File: src/hdl/sync_length_crc16_deframer_assert.svh
`ifndef SYNC_LENGTH_CRC16_DEFRAMER_ASSERT_SVH
`define SYNC_LENGTH_CRC16_DEFRAMER_ASSERT_SVH

// same-cycle implication, sampled on clk, off during reset
`define SLCD_ASSERT_NOW(label, ante, cons) \
  label: assert property (@(posedge clk) disable iff (rst) (ante) |-> (cons)) \
    else $error("slcd assertion failed");

// next-cycle implication, sampled on clk, off during reset
`define SLCD_ASSERT_NEXT(label, ante, cons) \
  label: assert property (@(posedge clk) disable iff (rst) (ante) |=> (cons)) \
    else $error("slcd assertion failed");

`endif

File: src/hdl/slcd_pkg.sv
package slcd_pkg;

  localparam logic [7:0]  SYNC1_BYTE = 8'h55;
  localparam logic [7:0]  SYNC2_BYTE = 8'hAA;
  localparam logic [7:0]  CMD_ACK    = 8'h01;
  localparam logic [15:0] CRC_INIT   = 16'hFFFF;
  localparam logic [15:0] CRC_POLY   = 16'hA001;

  localparam logic KIND_DATA  = 1'b0;
  localparam logic KIND_ERROR = 1'b1;

  typedef struct packed {
    logic [7:0] rx_byte;
    logic       restart;
  } slcd_in_t;

  typedef struct packed {
    logic       kind;
    logic [7:0] command;
    logic [5:0] payload_length;
    logic [4:0] byte_index;
    logic [7:0] payload_byte;
    logic       ack_request;
    logic       last;
  } slcd_out_t;

endpackage

File: src/hdl/slcd_stream_if.sv
interface slcd_rx_if;
  logic                valid;
  logic                ready;
  slcd_pkg::slcd_in_t  payload;

  modport source (output valid, output payload, input ready);
  modport sink (input valid, input payload, output ready);
endinterface

interface slcd_res_if;
  logic                valid;
  logic                ready;
  slcd_pkg::slcd_out_t payload;

  modport source (output valid, output payload, input ready);
  modport sink (input valid, input payload, output ready);
endinterface

File: src/hdl/slcd_ram.sv
module slcd_ram #(
  parameter int WIDTH = 8,
  parameter int DEPTH = 32
) (
  input  logic                                        clk,
  input  logic                                        we,
  input  logic [((DEPTH > 1) ? $clog2(DEPTH) : 1)-1:0] waddr,
  input  logic [WIDTH-1:0]                            wdata,
  input  logic [((DEPTH > 1) ? $clog2(DEPTH) : 1)-1:0] raddr,
  output logic [WIDTH-1:0]                            rdata
);

  logic [WIDTH-1:0] mem [DEPTH];

  always_ff @(posedge clk) begin
    if (we) begin
      mem[waddr] <= wdata;
    end
    rdata <= mem[raddr];
  end

endmodule

File: src/hdl/sync_length_crc16_deframer.sv
// Input: a sync, length or CRC byte is taken without a stall; a command or payload
//   byte is loaded, then takes 8 bit steps of the serial CRC-16 register.
// Output: after the CRC high byte, each result takes a payload RAM read, then an
//   output register load that waits while a held result is not yet taken.
// Reset: synchronous, active high; clears parse phase, counters and output valid.
//   The payload RAM is not cleared; only entries written in the frame are read.
module sync_length_crc16_deframer #(
  parameter int MAX_PAYLOAD = 32
) (
  input  logic              clk,
  input  logic              rst,
  slcd_rx_if.sink           rx,
  slcd_res_if.source        result
);

  localparam int KW  = $clog2(MAX_PAYLOAD + 1);
  localparam int IDXW = (MAX_PAYLOAD > 1) ? $clog2(MAX_PAYLOAD) : 1;

  // parse phase codes
  localparam logic [2:0] PH_SYNC1 = 3'd0;
  localparam logic [2:0] PH_SYNC2 = 3'd1;
  localparam logic [2:0] PH_LEN   = 3'd2;
  localparam logic [2:0] PH_CMD   = 3'd3;
  localparam logic [2:0] PH_DATA  = 3'd4;
  localparam logic [2:0] PH_CRCLO = 3'd5;
  localparam logic [2:0] PH_CRCHI = 3'd6;

  // sequencer states
  localparam logic [1:0] ST_IDLE = 2'd0;
  localparam logic [1:0] ST_CRC  = 2'd1;
  localparam logic [1:0] ST_RD   = 2'd2;
  localparam logic [1:0] ST_LD   = 2'd3;

  logic [1:0]   state;
  logic [2:0]   phase;
  logic [2:0]   bit_cnt;
  logic [15:0]  crc;
  logic [7:0]   crc_lo;
  logic [7:0]   remaining;
  logic [7:0]   held_command;
  logic [KW-1:0] kept;
  logic [KW-1:0] idx;
  logic         res_err;
  logic         out_valid;
  slcd_pkg::slcd_out_t out_data;

  logic         accept;
  logic [7:0]   b;
  logic         ram_we;
  logic [7:0]   rd_data;
  logic         load;
  logic         single;
  logic         last_res;
  logic [KW-1:0] idx_inc;
  slcd_pkg::slcd_out_t res_next;

  assign accept   = rx.valid && rx.ready;
  assign b        = rx.payload.rx_byte;
  assign rx.ready = (state == ST_IDLE);

  assign ram_we = accept && !rx.payload.restart && (phase == PH_DATA)
                  && (kept < KW'(MAX_PAYLOAD));

  slcd_ram #(.WIDTH(8), .DEPTH(MAX_PAYLOAD)) u_store (
    .clk   (clk),
    .we    (ram_we),
    .waddr (kept[IDXW-1:0]),
    .wdata (b),
    .raddr (idx[IDXW-1:0]),
    .rdata (rd_data)
  );

  assign idx_inc  = idx + KW'(1);
  assign single   = res_err || (kept == '0);
  assign last_res = single || (idx_inc == kept);
  assign load     = (state == ST_LD) && (!out_valid || result.ready);

  always_comb begin
    res_next.kind           = res_err ? slcd_pkg::KIND_ERROR : slcd_pkg::KIND_DATA;
    res_next.command        = held_command;
    res_next.payload_length = 6'(kept);
    res_next.byte_index     = single ? 5'd0 : 5'(idx);
    res_next.payload_byte   = single ? 8'd0 : rd_data;
    res_next.ack_request    = !res_err && (held_command == slcd_pkg::CMD_ACK);
    res_next.last           = last_res;
  end

  // parser and sequencer
  always_ff @(posedge clk) begin
    if (rst) begin
      state     <= ST_IDLE;
      phase     <= PH_SYNC1;
      bit_cnt   <= '0;
      kept      <= '0;
      idx       <= '0;
      remaining <= '0;
      res_err   <= 1'b0;
    end else begin
      case (state)
        ST_IDLE: begin
          if (accept) begin
            if (rx.payload.restart) begin
              phase <= PH_SYNC1;
            end else begin
              case (phase)
                PH_SYNC2: begin
                  if (b == slcd_pkg::SYNC2_BYTE) begin
                    phase <= PH_LEN;
                  end else if (b != slcd_pkg::SYNC1_BYTE) begin
                    phase <= PH_SYNC1;
                  end
                end
                PH_LEN: begin
                  if (b == 8'd0) begin
                    phase <= PH_SYNC1;  // malformed frame, rehunt
                  end else begin
                    remaining <= b - 8'd1;
                    kept      <= '0;
                    phase     <= PH_CMD;
                  end
                end
                PH_CMD: begin
                  phase   <= (remaining != 8'd0) ? PH_DATA : PH_CRCLO;
                  bit_cnt <= '0;
                  state   <= ST_CRC;
                end
                PH_DATA: begin
                  if (kept < KW'(MAX_PAYLOAD)) begin
                    kept <= kept + KW'(1);
                  end
                  remaining <= remaining - 8'd1;
                  if (remaining == 8'd1) begin
                    phase <= PH_CRCLO;
                  end
                  bit_cnt <= '0;
                  state   <= ST_CRC;
                end
                PH_CRCLO: begin
                  phase <= PH_CRCHI;
                end
                PH_CRCHI: begin
                  res_err <= ({b, crc_lo} != crc);
                  idx     <= '0;
                  phase   <= PH_SYNC1;
                  state   <= ST_RD;
                end
                default: begin
                  phase <= (b == slcd_pkg::SYNC1_BYTE) ? PH_SYNC2 : PH_SYNC1;
                end
              endcase
            end
          end
        end
        ST_CRC: begin
          bit_cnt <= bit_cnt + 3'd1;
          if (bit_cnt == 3'd7) begin
            state <= ST_IDLE;
          end
        end
        ST_RD: begin
          state <= ST_LD;  // RAM read data lands next cycle
        end
        ST_LD: begin
          if (load) begin
            if (last_res) begin
              state <= ST_IDLE;
            end else begin
              idx   <= idx_inc;
              state <= ST_RD;
            end
          end
        end
        default: begin
          state <= ST_IDLE;
        end
      endcase
    end
  end

  // CRC: init on length, cmd/data byte folded in, then one bit step per cycle
  always_ff @(posedge clk) begin
    if (accept && !rx.payload.restart && (state == ST_IDLE)) begin
      if (phase == PH_LEN) begin
        crc <= slcd_pkg::CRC_INIT;
      end else if (phase == PH_CMD || phase == PH_DATA) begin
        crc <= crc ^ {8'h00, b};
      end
      if (phase == PH_CMD) begin
        held_command <= b;
      end
      if (phase == PH_CRCLO) begin
        crc_lo <= b;
      end
    end else if (state == ST_CRC) begin
      crc <= crc[0] ? ((crc >> 1) ^ slcd_pkg::CRC_POLY) : (crc >> 1);
    end
  end

  // output register
  always_ff @(posedge clk) begin
    if (rst) begin
      out_valid <= 1'b0;
    end else if (load) begin
      out_valid <= 1'b1;
    end else if (result.ready) begin
      out_valid <= 1'b0;
    end
  end

  always_ff @(posedge clk) begin
    if (load) begin
      out_data <= res_next;
    end
  end

  assign result.valid   = out_valid;
  assign result.payload = out_data;

  `include "sync_length_crc16_deframer_assert.svh"

  `SLCD_ASSERT_NOW(a_kept_bound, 1'b1, kept <= KW'(MAX_PAYLOAD))
  `SLCD_ASSERT_NEXT(a_run_ends_idle, load && last_res, state == ST_IDLE && out_valid)
  `SLCD_ASSERT_NOW(a_err_shape, out_valid && out_data.kind == slcd_pkg::KIND_ERROR,
    out_data.payload_byte == 8'd0 && out_data.last && !out_data.ack_request)

endmodule
File: src/flat_wrapper.sv
// flat-port wrapper written by rule: the top's interface ports become plain ports
module sync_length_crc16_deframer_flat 
#(
  parameter int MAX_PAYLOAD = 32
)
  (clk, rst, rx_valid, rx_payload, rx_ready, result_valid, result_payload, result_ready);
  slcd_rx_if rx_i ();
  slcd_res_if result_i ();
  input  logic clk;
  input  logic rst;
  input wire logic [$bits(rx_i.valid)-1:0] rx_valid;
  input wire logic [$bits(rx_i.payload)-1:0] rx_payload;
  output wire logic [$bits(rx_i.ready)-1:0] rx_ready;
  output wire logic [$bits(result_i.valid)-1:0] result_valid;
  output wire logic [$bits(result_i.payload)-1:0] result_payload;
  input wire logic [$bits(result_i.ready)-1:0] result_ready;
  assign rx_i.valid = rx_valid;
  assign rx_i.payload = rx_payload;
  assign rx_ready = rx_i.ready;
  assign result_valid = result_i.valid;
  assign result_payload = result_i.payload;
  assign result_i.ready = result_ready;
  sync_length_crc16_deframer #(.MAX_PAYLOAD(MAX_PAYLOAD)) u_core (.clk(clk), .rst(rst), .rx(rx_i), .result(result_i));
endmodule
File: config.mk
export PLATFORM = sky130hd
export DESIGN_NAME = sync_length_crc16_deframer_flat
export DESIGN_NICKNAME = d
export VERILOG_FILES = /design/src/hdl/slcd_pkg.sv /design/src/hdl/slcd_stream_if.sv /design/src/hdl/slcd_ram.sv /design/src/hdl/sync_length_crc16_deframer.sv /design/src/flat_wrapper.sv
export VERILOG_INCLUDE_DIRS = /design/src /design/src/hdl
export SDC_FILE = /design/constraint.sdc
export NUM_CORES = 1
export LEC_CHECK = 0
export ABC_CLOCK_PERIOD_IN_PS = 4300
export BUFFER_PORTS_ARGS = -buffer_cell sky130_fd_sc_hd__buf_2
export CAP_MARGIN = 30
export CORE_MARGIN = 2
export CORE_UTILIZATION = 35
export CTS_CLUSTER_SIZE = 25
export DETAILED_ROUTE_END_ITERATION = 7
export PLACE_DENSITY = 0.52
export SETUP_SLACK_MARGIN = 0.3
export SLEW_MARGIN = 30
export SYNTH_ARGS = -nofsm -noshare
export SYNTH_HDL_FRONTEND = slang
export SYNTH_SLANG_ARGS = --single-unit
export TNS_END_PERCENT = 20
File: constraint.sdc
create_clock -name clk -period 4.3 [get_ports clk]
set_clock_uncertainty 0.2 [all_clocks]
set_input_delay 0.215 -clock clk [delete_from_list [all_inputs] [get_ports clk]]
set_output_delay 0.215 -clock clk [all_outputs]
set_load 0.02 [all_outputs]
==> metrics.txt <==
grt met2 use=0.276; Final Max Tran Viols=0; total setup buffers inserted after CTS=0; Layout area overhead=14.8%; largest net degree at the start of global routing=42; IO buf count=44; CTS tree=built; RD Place Congestion=0.783; RSZ-0062 raised after global routing=no; Top Usage Layer GRT=met2; Initial Utilization=0.356; filler instances=3711; chip height=208 um; PnR worst setup slack=1.16 ns; PD cells=418 mW/mm^2; Max-cap violations=0; post-place setup slack=1.10 ns; Post-synth EDFFs=318; total number of vias=7676; leakage power=5.24 nW; CTS sink count=between 300 and 400; top post-synthesis cells by area=edfxtp_1, mux4_2, dfxtp_1; Post-CTS Resized=0; Root Driver=clkbuf_16; Yosys reg bits=around 360; number of remaining DRC errors=0; grt met3 use=0.0263; Tmin final=approximately 3.1 ns; wire length per cell=23.5 um; FMAX=319 MHz; CP max stage cell=nor2_1; Post-Syn Nets=881; max-slew headroom at the worst pin=0.431; total gr overflow=0; std cell rows=74; # IOs=45; Die X=approximately 210 um; Worst setup EP type=register; critical-path cell list=or3b_1, nor3_1, nand2_1, nor2_1; Crit path largest cell delay=around 0.7 ns; Nets=951; first-pass iteration count of the detailed router=4; via count of the first global-routing pass=7918; commonest non-fill, non-tap cell in the layout=edfxtp_1; post-synth top area cell=edfxtp_1; leading cell types in the layout, fill and taps excluded=edfxtp_1, mux4_2, nor2_1; CTS max path bufs=3; vias per inst=5.17; crit-path leading delay family=simple AND/OR/NAND/NOR gates; status=finished clean; TritonCTS Buffers=38; Final Routed Wirelength=35000 um; post-detailed-route count of antenna-violating nets=0; Final Setup Violations=0; Worst Path Arrival=between 3 and 4 ns; Synth Cell Area=0.0146 mm^2; number of DRC markers in iteration 0=~620; sequential standard cell area=0.0103 mm^2; ys async rst share=0; syn avg cell area=17.0 um^2; overall global routing resource usage=0.163; Antenna diodes=0; fraction of layout cells with a size suffix above 1=0.239; r2r setup slk=1.16 ns; post-synthesis sequential area ratio=0.708; post-DP HPWL=approximately 22000 um; met1 Use GR=0.221; clock slew seen by the registers of the worst setup and hold paths=0.06 ns; global-route wire length before repair=between 50000 and 60000 um; post-route clock period utilization=0.730; clk_lat worst skew=between 0.5 and 0.6 ns; Buf+Inv Stages, Crit Path=0; Worst-Margin Slew=0.852 ns; core footprint=0.0409 mm^2; initial antenna violation count=0; worst min path class=in2reg; setup TNS=0 ns; Multi-input gate area=0.00401 mm^2; Distinct cells, synth=55; Startpoint Class=register; H-tree depth=2; CP Max Fanout=16; ys flop type=edfxtp_1; Worst Path Required=4.26 ns; Hold-fix buffers, CTS=8; Post-Syn Instances=854; crit path kind=reg2reg; Yosys top cell area share=0.656; die area=0.0432 mm^2; YS warnings=0; Final Hold Vio Count=0; maximum vdd ir drop=0.253 mV
[report_power, final]
group	switching (mW)	internal, mW	total, mW	leakage (nW)
combinational	0.0932	0.0297	0.123	1.49
sequential	0.0000313	3.75	3.75	3.17
clock	1.32	1.79	3.11	0.573
[worst register-to-register path, cell delays in order, from the launching register on]
cell     delay [ns]
dfxtp_1        0.46
or3b_1         0.47
nor3_1         0.41
nand2_1        0.51
nor2_1         0.72
[final timing paths]
kind / startpoint / endpoint / cells after the start
worst min-delay path: rx_payload[0] / u_core.state[0] / 7
worst max register to register: u_core.phase[0] / u_core.u_store.mem[10][5] / 4
worst min register to register: u_core.held_command[3] / u_core.result.payload[24] / 0
worst max-delay path: u_core.phase[0] / u_core.u_store.mem[10][5] / 4
[stage by stage]
stage          power [mW]  std cells  instance area (um^2)   util  hold WS, ns
3_5_place_dp         3.95       1408                 15500  0.378        0.227
4_1_cts              7.07       1485                 16700  0.408       0.0832
6_report             6.99       1485                 16700  0.409        0.100
2_1_floorplan        3.87        854                 14600      -        0.114
3_3_place_gp         3.95       1408                 15500  0.378        0.228
5_1_grt              7.21       1485                 16700  0.409        0.130
[routing by layer]
metal	vias to the layer above	routed length [um]
li1	3490	-
met1	3996	15600
met2	149	17400
met3	41	1340
met4	0	602
met5	-	0
[final cells by class]
cell class,count,share of cell area
Clock buffer,45,0.0597
Clock inverter,24,0.0107
Inverter,9,0.00202
Multi-Input combinational cell,441,0.240
Sequential cell,356,0.617
Tap cell,532,0.0398
Timing Repair Buffer,78,0.0311
[state kept, by name, indices dropped and copies added (netlist names)]
name	cells
u_core.kept	6
u_core.result.payload	30
u_core.idx	6
u_core.bit_cnt	3
u_core.u_store.rdata	8
u_core.u_store.mem	256
u_core.phase	3
u_core.held_command	8
u_core.state	2
u_core.remaining	8
u_core.crc	16
u_core.result.valid	1
u_core.crc_lo	8
u_core.res_err	1
[synthesized netlist by cell type (3+ instances only)]
| library cell | n |
|---|---|
| or4_1 | 3 |
| a21oi_1 | 27 |
| o21ai_0 | 21 |
| xnor2_1 | 29 |
| a31oi_1 | 9 |
| nor2b_1 | 4 |
| nand3b_1 | 4 |
| a211oi_1 | 5 |
| buf_1 | 6 |
| xor2_1 | 7 |
| and2_1 | 14 |
| nand4_1 | 5 |
| a22o_1 | 3 |
| dfxtp_1 | 38 |
| and3_1 | 6 |
| buf_6 | 3 |
| nor3_1 | 18 |
| nand2b_1 | 9 |
| ha_1 | 14 |
| mux2_2 | 8 |
| edfxtp_1 | 318 |
| or3_1 | 4 |
| inv_1 | 8 |
| a22oi_1 | 6 |
| nand2_1 | 41 |
| buf_2 | 13 |
| nand3_1 | 11 |
| mux4_2 | 80 |
| nor2_1 | 77 |
| clkbuf_1 | 25 |
| nor4_1 | 7 |
[logic make-up (layout without fill, tap and decap cells)]
| family | Yosys count | in the layout | synth area share |
|---|---|---|---|
| flops | 356 | 356 | 0.708 |
| simple gates | 214 | 214 | 0.0713 |
| mux | 89 | 89 | 0.131 |
| compound gates | 88 | 88 | 0.0386 |
| buf+inv | 57 | 156 | 0.0176 |
| xor+xnor | 36 | 36 | 0.0217 |
| fa+ha+maj | 14 | 14 | 0.0120 |
No activity file was read; power rests on OpenSTA's default activity.
